**src/hdl/urtb_pkg.sv**
```systemverilog
`timescale 1ns / 1ps

package urtb_pkg;

  // event codes on the input channel
  localparam logic [1:0] KIND_RX_BYTE = 2'd0;
  localparam logic [1:0] KIND_TX_DONE = 2'd1;
  localparam logic [1:0] KIND_PUSH    = 2'd2;
  localparam logic [1:0] KIND_POP     = 2'd3;

  // result status codes
  localparam logic [1:0] ST_OK       = 2'd0;
  localparam logic [1:0] ST_RX_DROP  = 2'd1;
  localparam logic [1:0] ST_NO_DATA  = 2'd2;
  localparam logic [1:0] ST_TX_FULL  = 2'd3;

  // request into one ring
  typedef struct packed {
    logic       push;
    logic       pop;
    logic [7:0] wdata;
  } ring_ctrl_t;

  // ring flags now and after the current request, plus the oldest byte
  typedef struct packed {
    logic       empty;
    logic       full;
    logic       empty_nxt;
    logic       full_nxt;
    logic [7:0] head;
  } ring_stat_t;

endpackage

```
**src/hdl/urtb_ring.sv**
```systemverilog
`timescale 1ns / 1ps

module urtb_ring
  import urtb_pkg::*;
#(
  parameter int DEPTH = 16
) (
  input  logic       clk,
  input  logic       rst_n,
  input  ring_ctrl_t ctrl,
  output ring_stat_t stat
);

  localparam int AW = $clog2(DEPTH);

  logic [7:0]    mem_r [DEPTH];
  logic [AW-1:0] wp_r, wp_nxt;
  logic [AW-1:0] rp_r, rp_nxt;
  logic [7:0]    head_r;

  // pointer advance, wraps on the power-of-two depth
  assign wp_nxt = ctrl.push ? wp_r + AW'(1) : wp_r;
  assign rp_nxt = ctrl.pop  ? rp_r + AW'(1) : rp_r;

  always_ff @(posedge clk) begin
    if (!rst_n) begin
      wp_r <= '0;
      rp_r <= '0;
    end else begin
      wp_r <= wp_nxt;
      rp_r <= rp_nxt;
    end
  end

  // storage write
  always_ff @(posedge clk) begin
    if (ctrl.push) begin
      mem_r[wp_r] <= ctrl.wdata;
    end
  end

  // head prefetch at the next read pointer, bypassing a same-cycle write
  always_ff @(posedge clk) begin
    if (ctrl.push && (wp_r == rp_nxt)) begin
      head_r <= ctrl.wdata;
    end else begin
      head_r <= mem_r[rp_nxt];
    end
  end

  assign stat.empty     = (wp_r == rp_r);
  assign stat.full      = ((wp_r + AW'(1)) == rp_r);
  assign stat.empty_nxt = (wp_nxt == rp_nxt);
  assign stat.full_nxt  = ((wp_nxt + AW'(1)) == rp_nxt);
  assign stat.head      = head_r;

endmodule

```
**src/hdl/uart_rx_tx_ring_buffers.sv**
```systemverilog
`timescale 1ns / 1ps

// channel   ports                                         handshake
// input     in_kind, in_data_byte                         start && !busy
// result    out_status, out_read_byte, out_send_valid,    out_valid, one cycle
//           out_send_byte, out_rx_not_empty, out_tx_full
//
// one event per cycle; the strobe is registered from the taken event, so each result
// passes the input register, then the result register
// busy stays low: each ring reads its head from a prefetch register, so no event waits
// synchronous active-low reset empties both rings and clears the kick flag
// the receiver cannot stall; every result is shown for exactly one cycle

module uart_rx_tx_ring_buffers
  import urtb_pkg::*;
#(
  parameter int RX_DEPTH = 16,
  parameter int TX_DEPTH = 16
) (
  input  logic       clk,
  input  logic       rst_n,
  input  logic       start,
  output logic       busy,
  input  logic [1:0] in_kind,
  input  logic [7:0] in_data_byte,
  output logic       out_valid,
  output logic [1:0] out_status,
  output logic [7:0] out_read_byte,
  output logic       out_send_valid,
  output logic [7:0] out_send_byte,
  output logic       out_rx_not_empty,
  output logic       out_tx_full
);

  logic       vld_r;
  logic [1:0] kind_r;
  logic [7:0] data_r;

  logic       tx_kicked_r, tx_kicked_nxt;

  ring_ctrl_t rx_ctrl, tx_ctrl;
  ring_stat_t rx_st, tx_st;

  logic [1:0] status_nxt;
  logic [7:0] read_byte_nxt;
  logic       send_valid_nxt;
  logic [7:0] send_byte_nxt;

  logic       out_valid_r;
  logic [1:0] out_status_r;
  logic [7:0] out_read_byte_r;
  logic       out_send_valid_r;
  logic [7:0] out_send_byte_r;
  logic       out_rx_not_empty_r;
  logic       out_tx_full_r;

  assign busy = 1'b0;

  // input register
  always_ff @(posedge clk) begin
    if (!rst_n) begin
      vld_r <= 1'b0;
    end else begin
      vld_r <= start && !busy;
    end
  end

  always_ff @(posedge clk) begin
    kind_r <= in_kind;
    data_r <= in_data_byte;
  end

  // event decode against the ring flags
  always_comb begin
    rx_ctrl        = '0;
    tx_ctrl        = '0;
    rx_ctrl.wdata  = data_r;
    tx_ctrl.wdata  = data_r;
    tx_kicked_nxt  = tx_kicked_r;
    status_nxt     = ST_OK;
    read_byte_nxt  = 8'd0;
    send_valid_nxt = 1'b0;
    send_byte_nxt  = 8'd0;
    if (vld_r) begin
      case (kind_r)
        KIND_RX_BYTE: begin
          if (rx_st.full) begin
            status_nxt = ST_RX_DROP;
          end else begin
            rx_ctrl.push = 1'b1;
          end
        end
        KIND_TX_DONE: begin
          if (tx_st.empty) begin
            tx_kicked_nxt = 1'b0;
          end else begin
            tx_ctrl.pop    = 1'b1;
            send_valid_nxt = 1'b1;
            send_byte_nxt  = tx_st.head;
          end
        end
        KIND_PUSH: begin
          if (tx_st.full) begin
            status_nxt = ST_TX_FULL;
          end else begin
            tx_ctrl.push = 1'b1;
            if (!tx_kicked_r) begin
              // idle transmitter: hand over the oldest byte, which is this one
              // when the ring was empty
              tx_kicked_nxt  = 1'b1;
              tx_ctrl.pop    = 1'b1;
              send_valid_nxt = 1'b1;
              send_byte_nxt  = tx_st.empty ? data_r : tx_st.head;
            end
          end
        end
        KIND_POP: begin
          if (rx_st.empty) begin
            status_nxt = ST_NO_DATA;
          end else begin
            rx_ctrl.pop   = 1'b1;
            read_byte_nxt = rx_st.head;
          end
        end
        default: begin
          status_nxt = ST_OK;
        end
      endcase
    end
  end

  urtb_ring #(.DEPTH(RX_DEPTH)) u_rx_ring (
    .clk  (clk),
    .rst_n(rst_n),
    .ctrl (rx_ctrl),
    .stat (rx_st)
  );

  urtb_ring #(.DEPTH(TX_DEPTH)) u_tx_ring (
    .clk  (clk),
    .rst_n(rst_n),
    .ctrl (tx_ctrl),
    .stat (tx_st)
  );

  // kick flag and result strobe
  always_ff @(posedge clk) begin
    if (!rst_n) begin
      tx_kicked_r <= 1'b0;
      out_valid_r <= 1'b0;
    end else begin
      tx_kicked_r <= tx_kicked_nxt;
      out_valid_r <= vld_r;
    end
  end

  // result register
  always_ff @(posedge clk) begin
    out_status_r       <= status_nxt;
    out_read_byte_r    <= read_byte_nxt;
    out_send_valid_r   <= send_valid_nxt;
    out_send_byte_r    <= send_byte_nxt;
    out_rx_not_empty_r <= !rx_st.empty_nxt;
    out_tx_full_r      <= tx_st.full_nxt;
  end

  assign out_valid        = out_valid_r;
  assign out_status       = out_status_r;
  assign out_read_byte    = out_read_byte_r;
  assign out_send_valid   = out_send_valid_r;
  assign out_send_byte    = out_send_byte_r;
  assign out_rx_not_empty = out_rx_not_empty_r;
  assign out_tx_full      = out_tx_full_r;

  // an idle transmitter never leaves bytes queued
  a_idle_tx_empty: assert property (@(posedge clk) disable iff (!rst_n)
    !tx_kicked_r |-> tx_st.empty)
    else $error("transmit ring holds bytes while the transmitter is idle");

  // every event taken gives exactly one result
  a_one_result: assert property (@(posedge clk) disable iff (!rst_n)
    vld_r |=> out_valid_r)
    else $error("event taken without a result");

  // reported flags match the ring state left by that event
  a_rx_flag: assert property (@(posedge clk) disable iff (!rst_n)
    out_valid_r |-> (out_rx_not_empty_r == !rx_st.empty))
    else $error("receive flag disagrees with ring state");

  a_tx_flag: assert property (@(posedge clk) disable iff (!rst_n)
    out_valid_r |-> (out_tx_full_r == tx_st.full))
    else $error("transmit flag disagrees with ring state");

  // a failed pop returns no data
  a_no_data_zero: assert property (@(posedge clk) disable iff (!rst_n)
    (out_valid_r && (out_status_r == ST_NO_DATA)) |-> (out_read_byte_r == 8'd0))
    else $error("failed pop returned a byte");

endmodule
```
**config.mk**
```make
export PLATFORM = sky130hd
export DESIGN_NAME = uart_rx_tx_ring_buffers
export DESIGN_NICKNAME = d
export VERILOG_FILES = /design/src/hdl/urtb_pkg.sv /design/src/hdl/urtb_ring.sv /design/src/hdl/uart_rx_tx_ring_buffers.sv
export SDC_FILE = /design/constraint.sdc
export NUM_CORES = 1
export LEC_CHECK = 0
export CAP_MARGIN = 40
export CORE_MARGIN = 2
export CORE_UTILIZATION = 40
export CTS_BUF_LIST = sky130_fd_sc_hd__clkbuf_16
export CTS_CLUSTER_DIAMETER = 120
export DETAILED_ROUTE_END_ITERATION = 16
export DONT_BUFFER_PORTS = 1
export GPL_ROUTABILITY_DRIVEN = 1
export GPL_TIMING_DRIVEN = 0
export MAX_ROUTING_LAYER = met4
export SLEW_MARGIN = 20
export SYNTH_ARGS = -nofsm -noshare
export SYNTH_HDL_FRONTEND = slang
export SYNTH_SLANG_ARGS = --single-unit
```
**constraint.sdc**
```tcl
create_clock -name clk -period 10.03 [get_ports clk]
set_input_delay 1.003 -clock clk [delete_from_list [all_inputs] [get_ports clk]]
set_output_delay 1.003 -clock clk [all_outputs]
set_load 0.005 [all_outputs]
```
==> summary.md <==
| Metric | Value |
|---|---|
| Crit share post-route | 0.378 |
| Seq/Total Area, Yosys | 0.706 |
| Via-per-instance ratio | around 5.4 |
| Power Density | 185 mW/mm^2 |
| Core Rows | 64 |
| Filler Cell Count | 2,613 |
| Vias post-DR | around 6,300 |
| Worst Hold Class | primary input to flip-flop |
| Die area | around 0.033 sq mm |
| Hold buffer count at cts | 0 |
| Worst-Margin Slew | ~0.78 ns |
| CTS root buf | clkbuf_16 |
| Post-synth ARST share | 0 |
| DR iter-0 viols | roughly 610 |
| Syn_nets | 717 |
| Worst path depth | 10 |
| Antenna viol nets, final | 0 |
| Hold Violations, Final | 0 |
| Largest net degree at the start of global routing | 34 |
| Critical-path top delay cell | or4bb_1 |
| Share of the synthesized area in the top cell type | 0.613 |
| Worst clock skew | roughly 0.024 ns |
| Fin cells | ~1,200 |
| Flops & latches, synth | between 300 and 400 |
| Yosys warnings | 0 |
| I/O pin cnt | 36 |
| Mapped cell area | 0.0125 sq mm |
| Buffers on Ports | 0 |
| Unrepaired setup endpoints after global routing | no |
| Worst skew pair latency | 0.52 ns |
| PostCTS Resize Cnt | 0 |
| Post-synth top area cell | edfxtp_1 |
| Status | complete, no violations |
| Tot Pwr | about 0.0027 W |
| 1st-pass router iterations | 5 |
| Critical path origin | u_tx_ring.wp_r[0] |
| Critical path class | flip-flop to flip-flop |
| RR Endpoint | out_tx_full |
| Reg-to-reg setup timing slack | approximately 6.2 ns |
| Critical R2R Launch | u_tx_ring.wp_r[0] |
| Gr usage total | 0.167 |
| Final #Nets | 768 |
| Top delay family on crit path | compound AO/OA/AOI/OAI gates |
| Ant. Diodes | 0 |
| Max-slew headroom | 0.476 |
| Die X | about 180 microns |
| Final period demand of the worst path | 3.79 ns |
| Syn Area/Cell | around 18 sq um |
| Setup TNS | 0 ns |
| Synth cell types | between 50 and 60 |
| Area Growth Syn to Fin | 14.3% |
| DR DRC count | 0 |
| Die Y | around 180 microns |
| Fin. max-slew vios | 0 |
| Slowest Stage Delay on Critical Path | between 0.5 and 0.6 ns |
| VDD IR max | roughly 0.11 mV |
| Crit path to | out_tx_full |
| Worst path required time | between 10 and 15 ns |
| Placed Instances | 1,101 |
| R2r worst-path depth | 10 |
| Crit-path cells | buf_2, inv_1, ha_1, xor2_1, nor3_2, a21o_1, a2111oi_4, mux2i_1, or4bb_1, a311oi_1 |
| Most common cell in the netlist | edfxtp_1 |
| GP Congestion | 0.852 |
| Post-DP HPWL | 17,700 microns |
| EDFF count, synth | about 260 |
| Initial antenna violation count | 0 |
| Main area contributors after synthesis | edfxtp_1 61%, mux4_2 13%, dfxtp_1 9.3% |
| CP endpoint kind | flip-flop |
| Top post-synthesis cells by count | 256 x edfxtp_1, 72 x mux4_2, 58 x dfxtp_1 |
| Main flop type after synthesis | edfxtp_1 |
| F_max | 264 MHz |
| MaxCap Viol Count | 0 |
| DR WL/cell | ~22 microns |
| Vias in the first global route | between 6,000 and 7,000 |
| Clock sinks | ~310 |
| GRT overflow | 0 |
| Reg clk slew, reported paths | about 0.06 ns |
| Postcts setup bufs | 0 |
| Routed WL | 26,100 microns |
| Share of cells above drive strength 1 | 0.220 |
| CP startpoint kind | flip-flop |
| CTS Buffer Depth | 3 |
| WP buf/inv | 2 |
| Final setup violation count | 0 |
| Core box area | just over 0.03 sq mm |
| CTS Buf Count | 34 |
| CTS H-tree depth | 2 |
| Initial Utilization | 0.408 |
| TritonCTS clock tree | done |
| Global-route wire length before repair | roughly 40,000 microns |
| Static leakage power | 4.64 nW |
| WP data arrival | 4.18 ns |
| CP Max Fanout | 9 |
| Post-Syn Instances | 690 |
-- cell type report --
type	instances	area, sq um	share of cell area
repair buffers	15	174	0.0121
flip-flops and latches	314	8850	0.618
plain buffers	40	168	0.0117
multi-input cells	321	3530	0.246
inverters	15	56.3	0.00393
well taps	396	495	0.0346
clock inverters	27	176	0.0123
clock buffers	35	876	0.0611
-- power by group --
part	switching, W	leakage (nW)	internal [W]	total [W]
Clock	0.000498	0.547	0.000664	0.00116
Sequential	0.0000168	2.77	0.00141	0.00143
Combinational	0.0000332	1.32	0.0000278	0.0000610
-- kinds of logic (layout without fill, tap and decap cells) --
logic type | count (synthesis) | in the layout | share of synthesized area
and+or+nand+nor | 131 | 131 | 0.0592
AOI/OAI and AO/OA | 50 | 50 | 0.0316
DFF | 314 | 314 | 0.706
other | 1 | 1 | 0.000299
adders and majority gates | 14 | 14 | 0.0140
buffers and inverters | 55 | 132 | 0.0179
muxes | 95 | 95 | 0.148
xor gates and xnor gates | 30 | 30 | 0.0234
-- registers in the layout, indices dropped and copies added (netlist names), 2 cells and up, named ones only --
name and cells:
data_r 8, out_status 2, u_rx_ring.wp_r 4, u_tx_ring.wp_r 4, u_tx_ring.mem_r 128, u_tx_ring.rp_r 4
kind_r 2, out_send_byte 8, out_read_byte 8, u_rx_ring.mem_r 128, u_rx_ring.rp_r 4
-- stage by stage --
stage	instance area, sq um	worst slack (ns)	hold slack, ns	utilization
final	14300	6.24	0.509	0.466
after global routing	14300	6.03	0.486	0.466
after CTS	14300	6.30	0.489	0.466
after detailed placement	13300	6.31	0.527	0.432
after global placement	13000	5.69	0.497	0.424
after floorplan	12500	6.86	0.477	-
-- per-layer routing --
| layer | share of wire | vias to the layer above | track usage |
|---|---|---|---|
| met5 | 0 | - | - |
| met4 | 0.024 | 0 | 0.0452 |
| met3 | 0.037 | 46 | 0.0240 |
| met2 | 0.52 | 141 | 0.290 |
| met1 | 0.42 | 3249 | 0.207 |
| li1 | - | 2834 | - |
-- worst min-delay path by stage --
stage | startpoint | endpoint | slack, ns | depth (start not counted)
detailed placement | tx_kicked_r | tx_kicked_r | 0.53 | 2
global route | in_data_byte[1] | data_r[1] | 0.49 | 0
CTS | in_data_byte[1] | data_r[1] | 0.49 | 0
floorplan | tx_kicked_r | tx_kicked_r | 0.48 | 2
finish | in_data_byte[1] | data_r[1] | 0.51 | 0
global placement | tx_kicked_r | tx_kicked_r | 0.50 | 2
-- layout by cell type (no fill, tap or decap), drive strengths merged, types with 10 or more instances in the layout --
cell type,count
edfxtp,256
mux4,72
clkbuf,60
dfxtp,58
buf,30
nor2,27
nand2,24
inv,22
mux2i,22
clkinv,19
a211oi,18
xnor2,15
ha,14
xor2,14
and3,12
a21oi,10
Power figures use the tool's default switching activity.
